### src/rtl/mvc_pkg.sv
// Shared types, constants and tables of the multi-voice chorus delay core.
// Holds the sine quarter-wave table, the voice phase spacing table and the
// command and status structs between controller and datapath. No dependencies.
package mvc_pkg;

  localparam int SINE_TABLE_SIZE = 256;
  localparam int SIDX_W = $clog2(4 * SINE_TABLE_SIZE);
  localparam int SKW = $clog2(SINE_TABLE_SIZE + 1);
  localparam int CFG_IDX_W = 4;
  localparam int CFG_DATA_W = 24;
  localparam int DIV_W = 24;
  localparam int WET_W = 18;
  localparam logic [14:0] FB_LIMIT = 15'd31130;
  localparam logic [16:0] Q15_ONE = 17'd32768;
  localparam logic [63:0] HALF_PI_Q30 = 64'd1686629713;
  localparam logic [63:0] ONE_Q30 = 64'd1073741824;

  typedef enum logic [CFG_IDX_W-1:0] {
    REG_VOICE_COUNT    = 4'd0,
    REG_LFO_SHAPE      = 4'd1,
    REG_BASE_DELAY     = 4'd2,
    REG_DEPTH          = 4'd3,
    REG_LFO_PHASE_STEP = 4'd4,
    REG_FEEDBACK_GAIN  = 4'd5,
    REG_WET_MIX        = 4'd6,
    REG_STEREO_SPREAD  = 4'd7
  } cfg_reg_t;

  typedef logic [15:0] sine_tab_t [0:SINE_TABLE_SIZE];

  function automatic sine_tab_t build_sine();
    sine_tab_t tab;
    logic [63:0] x;
    logic [63:0] x2;
    logic [63:0] t;
    logic [63:0] s;
    logic [63:0] e;
    int k;
    for (k = 0; k <= SINE_TABLE_SIZE; k++) begin
      x = (64'(k) * HALF_PI_Q30) / SINE_TABLE_SIZE;
      x2 = (x * x) >> 30;
      t = ONE_Q30;
      t = ONE_Q30 - ((x2 * t) >> 30) / 110;
      t = ONE_Q30 - ((x2 * t) >> 30) / 72;
      t = ONE_Q30 - ((x2 * t) >> 30) / 42;
      t = ONE_Q30 - ((x2 * t) >> 30) / 20;
      t = ONE_Q30 - ((x2 * t) >> 30) / 6;
      s = (x * t) >> 30;
      e = (s * 64'd32767 + (ONE_Q30 >> 1)) >> 30;
      if (e > 64'd32767) begin
        e = 64'd32767;
      end
      tab[k] = 16'(e);
    end
    return tab;
  endfunction

  localparam sine_tab_t SINE_TAB = build_sine();

  // Quotient and remainder of 2^24 divided by the voice count.
  localparam logic [23:0] OFF_Q [0:16] = '{
    24'd0, 24'd0, 24'd8388608, 24'd5592405, 24'd4194304, 24'd3355443,
    24'd2796202, 24'd2396745, 24'd2097152, 24'd1864135, 24'd1677721,
    24'd1525201, 24'd1398101, 24'd1290555, 24'd1198372, 24'd1118481,
    24'd1048576
  };
  localparam logic [4:0] OFF_R [0:16] = '{
    5'd0, 5'd0, 5'd0, 5'd1, 5'd0, 5'd1, 5'd4, 5'd1, 5'd0, 5'd1, 5'd6,
    5'd5, 5'd4, 5'd1, 5'd8, 5'd1, 5'd0
  };

  typedef struct packed {
    logic clear_wr;
    logic load;
    logic lfo;
    logic mul;
    logic dly;
    logic adr;
    logic rd1;
    logic intp;
    logic echo;
    logic fb;
    logic wr;
    logic div_a;
    logic div_b;
    logic cap_a;
    logic cap_b;
    logic mix;
    logic out_load;
  } dp_cmd_t;

  typedef struct packed {
    logic clear_last;
    logic last_voice;
    logic stereo;
    logic div_done;
    logic out_free;
  } dp_status_t;

  function automatic logic signed [15:0] sat16(input logic signed [39:0] v);
    logic signed [15:0] r;
    if (v > 40'sd32767) begin
      r = 16'sh7fff;
    end else if (v < -40'sd32768) begin
      r = 16'sh8000;
    end else begin
      r = v[15:0];
    end
    return r;
  endfunction

endpackage

### src/rtl/mvc_ctrl.sv
// Controller state machine of the chorus core: sequences the clearing pass,
// the per-voice steps, the wet division and the output mix. Uses mvc_pkg.
module mvc_ctrl (
  input  logic                clk,
  input  logic                rst,
  input  logic                in_valid,
  output logic                in_stall,
  input  mvc_pkg::dp_status_t status,
  output mvc_pkg::dp_cmd_t    cmd
);

  typedef enum logic [16:0] {
    S_IDLE  = 17'h00001,
    S_CLEAR = 17'h00002,
    S_LFO   = 17'h00004,
    S_MUL   = 17'h00008,
    S_DLY   = 17'h00010,
    S_ADR   = 17'h00020,
    S_RD1   = 17'h00040,
    S_INT   = 17'h00080,
    S_ECHO  = 17'h00100,
    S_FB    = 17'h00200,
    S_WR    = 17'h00400,
    S_DIVA  = 17'h00800,
    S_WAITA = 17'h01000,
    S_DIVB  = 17'h02000,
    S_WAITB = 17'h04000,
    S_MIX   = 17'h08000,
    S_OUT   = 17'h10000
  } state_t;

  state_t state;
  state_t state_next;

  assign in_stall = (state != S_IDLE);

  always_comb begin
    cmd = '0;
    state_next = state;
    unique case (state)
      S_IDLE: begin
        if (in_valid) begin
          cmd.load = 1'b1;
          state_next = S_LFO;
        end
      end
      S_CLEAR: begin
        cmd.clear_wr = 1'b1;
        if (status.clear_last) begin
          state_next = S_IDLE;
        end
      end
      S_LFO: begin
        cmd.lfo = 1'b1;
        state_next = S_MUL;
      end
      S_MUL: begin
        cmd.mul = 1'b1;
        state_next = S_DLY;
      end
      S_DLY: begin
        cmd.dly = 1'b1;
        state_next = S_ADR;
      end
      S_ADR: begin
        cmd.adr = 1'b1;
        state_next = S_RD1;
      end
      S_RD1: begin
        cmd.rd1 = 1'b1;
        state_next = S_INT;
      end
      S_INT: begin
        cmd.intp = 1'b1;
        state_next = S_ECHO;
      end
      S_ECHO: begin
        cmd.echo = 1'b1;
        state_next = S_FB;
      end
      S_FB: begin
        cmd.fb = 1'b1;
        state_next = S_WR;
      end
      S_WR: begin
        cmd.wr = 1'b1;
        state_next = status.last_voice ? S_DIVA : S_LFO;
      end
      S_DIVA: begin
        cmd.div_a = 1'b1;
        state_next = S_WAITA;
      end
      S_WAITA: begin
        if (status.div_done) begin
          cmd.cap_a = 1'b1;
          state_next = status.stereo ? S_DIVB : S_MIX;
        end
      end
      S_DIVB: begin
        cmd.div_b = 1'b1;
        state_next = S_WAITB;
      end
      S_WAITB: begin
        if (status.div_done) begin
          cmd.cap_b = 1'b1;
          state_next = S_MIX;
        end
      end
      S_MIX: begin
        cmd.mix = 1'b1;
        state_next = S_OUT;
      end
      S_OUT: begin
        if (status.out_free) begin
          cmd.out_load = 1'b1;
          state_next = S_IDLE;
        end
      end
      default: begin
        state_next = S_IDLE;
      end
    endcase
  end

  always_ff @(posedge clk) begin
    if (rst) begin
      state <= S_CLEAR;
    end else begin
      state <= state_next;
    end
  end

endmodule

### config.mk
export PLATFORM = sky130hd
export DESIGN_NAME = mvc_ctrl
export DESIGN_NICKNAME = d
export VERILOG_FILES = /design/src/rtl/mvc_pkg.sv /design/src/rtl/mvc_ctrl.sv
export SDC_FILE = /design/constraint.sdc
export NUM_CORES = 1
export LEC_CHECK = 0
export ABC_AREA = 1
export BUFFER_PORTS_ARGS = -buffer_cell sky130_fd_sc_hd__buf_2
export CORE_ASPECT_RATIO = 1.1
export CORE_MARGIN = 2
export CORE_UTILIZATION = 40
export DETAILED_ROUTE_END_ITERATION = 8
export MAX_ROUTING_LAYER = met4
export PLACE_DENSITY = 0.74
export SYNTH_ARGS = -nofsm -noshare
export SYNTH_HDL_FRONTEND = slang
export SYNTH_SLANG_ARGS = --single-unit
### constraint.sdc
create_clock -name clk -period 1.7 [get_ports clk]
set_clock_uncertainty 0.2 [all_clocks]
set_input_delay 0.17 -clock clk [delete_from_list [all_inputs] [get_ports clk]]
set_output_delay 0.17 -clock clk [all_outputs]
set_load 0.05 [all_outputs]
==> reports/summary.txt <==
# IOs: 26
worst min path class: in2reg
Worst R2R End: state[0]$_SDFFE_PP0P_
largest net degree at the start of global routing: 17
dpl cell area: 1570 µm²
Primary FF master, synth: dfxtp_1
Ant. Diodes: 0
Worst EP arrival: 1.66 ns
Sw Ratio: 34.5%
fin. max-slew vios: 0
row count: 21
Seq/Total Area, Yosys: 26.5%
Core Region: 3050 µm²
Data required, critical path: 1.33 ns
Starting Density: 42.1%
final wirelength: 4150 µm
sinks on the clock net: 17
cell with the most instances after synthesis: nor2_1
launching point of the worst reg2reg path: state[4]$_SDFFE_PP0P_
Static Leak: 1.09 nW
status: complete, but fails checks
input/output buffers: 25
ys async rst share: 0%
clk_lat worst skew: 0.31 ns
DR vias: 1568
Clock transition at path regs: 0.11 ns
largest reg by FF count: state
mapped cell area: 1280 µm²
Max-Cap Viols: 0
Reg2Reg Depth: 12
hpwl dp: 2330 µm
CP Class: reg2out
#FFs+latches synth: 17
DRT antenna net count: 0
combinational power share: 30.5%
Post-Syn Nets: 219
max reg flops: 17
P_sw: 0.324 mW
clock power share: 25.3%
vias per cell: 5.16
post-route design area: 2160 µm²
GR Overflow Total: 0
CP Capture Type: primary output
final period utilization: 119%
Die ar.: 3680 µm²
share of post-route cells with drive strength above 1: 53.7%
CTS H-tree depth: 1
Worst Path Max Fanout: 3
crit start category: flop
CTS tree: yes
Fin. Hold Viols: 0
Top Registers: state (17)
RSZ-0062 raised after global routing: yes
CTS Root Cell: clkbuf_4
first-pass GRT wire length: 5780 µm
DR iter-0 viols: 54
GP Congestion: 0.850
nets@finish: 279
Num CTS Buffers: 3
Die Ht: 63.4 µm
Crit. Startpoint: state[7]$_SDFFE_PP0P_
Period minus WS final: 2.03 ns
DR pass1 iterations: 4
Syn. warnings: 0
Fmax: 492 MHz
Critical path destination: cmd[12]
max_slew headroom: 70.3%
top-area cell type share of the netlist area: 26.5%
Fin Setup TNS: -5.01 ns
Tightest Pin Transition: 0.441 ns
synth top area cells: dfxtp_1 27%, nor2_1 13%, inv_1 12%
Post-synth EDFFs: 0
Syn Area/Cell: 6.08 µm²
worst vdd ir: 518 µV
Area growth syn-to-layout: 68.2%
setup ws final: -0.331 ns
GRT Total Usage: 20.6%
wire length per cell: 13.7 µm
Seq pwr share: 44.1%
vias in the first global route: 1387
initial antenna violation count: 0
cell-internal power: 0.615 mW
failing checks: setup timing
Clock Path Buffers: 2
post-synth cell types: 25
die span in x: 58.0 µm
leading area contributor after synthesis: dfxtp_1
cell area power density: 435 nW/µm²
R2R setup slack: -0.23 ns
drc violations: 0
post-synthesis cell count: 211
final setup violation count: 24
commonest cells in the netlist: 43 x nor2_1, 40 x inv_1, 39 x nand2_1
hold depth: 2
-- power by group through the flow --
| stage | registers (mW) | logic [mW] | clock network (mW) |
|---|---|---|---|
| final | 0.414 | 0.287 | 0.238 |
| after global routing | 0.415 | 0.306 | 0.259 |
| after CTS | 0.413 | 0.235 | 0.228 |
| after global placement | 0.419 | 0.192 | 0 |
| after floorplan | 0.419 | 0.145 | 0 |
| after detailed placement | 0.419 | 0.194 | 0 |
-- worst max-delay path: stages, from the launching register on --
cell and delay [ns]:
dfxtp_1 0.34, buf_4 0.14, inv_1 0.04, nand2_1 0.07, nor3_1 0.36, nand2_1 0.15
inv_1 0.09, buf_6 0.15
-- worst min path at each step --
stage / from / to / slack, ns
2_1_floorplan: status[3] / state[11]$_SDFFE_PP0P_ / 0.09
3_3_place_gp: status[3] / state[11]$_SDFFE_PP0P_ / 0.24
3_5_place_dp: status[3] / state[11]$_SDFFE_PP0P_ / 0.24
4_1_cts: rst / state[13]$_SDFFE_PP0P_ / 0.03
5_1_grt: rst / state[9]$_SDFFE_PP0P_ / 0.03
6_report: rst / state[13]$_SDFFE_PP0P_ / 0.005
-- logic make-up after synthesis --
group,after synthesis,share of synthesized area [%]
compound gates,10,4.09
buf+inv,46,14.6
flops,17,26.5
simple gates,138,54.8
-- stage by stage --
stage / worst slack, ns / hold WS, ns / utilization [%] / total power, mW / instances
floorplan: -0.00167 / 0.0922 / - / 0.564 / 211
global placement: -0.0342 / 0.237 / 51.6 / 0.611 / 281
CTS: -0.236 / 0.0322 / 63.1 / 0.876 / 298
global route: -0.463 / 0.0331 / 70.9 / 0.981 / 304
finish: -0.331 / 0.00539 / 70.9 / 0.939 / 304
detailed placement: -0.0387 / 0.245 / 51.6 / 0.613 / 281
-- cell type report --
class	instances	area (µm²)
clock buffers	3	22.5
multi-input cells	148	1010
well taps	34	42.5
repair buffers	59	566
inverters	42	158
flip-flops and latches	17	355
clock inverters	1	5.00
fillers	219	888
-- routing by layer --
metal,global-route usage [%],vias to the layer above,part of all wire (%)
li1,-,777,-
met2,34.9,43,55
met5,-,-,0
met1,24.1,736,39
met3,2.46,12,2.8
met4,9.01,0,3.5
-- cells in the final DEF (no fill, tap or decap), types with 4 or more instances in the layout --
cell type / n
buf_2: 7
buf_4: 25
buf_6: 14
buf_8: 11
dfxtp_1: 5
dfxtp_2: 12
inv_1: 30
inv_2: 12
nand2_1: 32
nand2_2: 9
nand3_1: 11
nand3_2: 8
nand3_4: 5
nor2_1: 29
nor2_2: 10
nor2_4: 15
nor3_1: 4
o21ai_0: 4
-- timing repair --
item	in CTS	in global routing
resized for setup	69	54
pin swaps	14	27
setup buffers	11	8
hold buffers	2	0
endpoints found under the setup margin	24	26
hold endpoints to repair	4	0
Power figures use the tool's default switching activity.
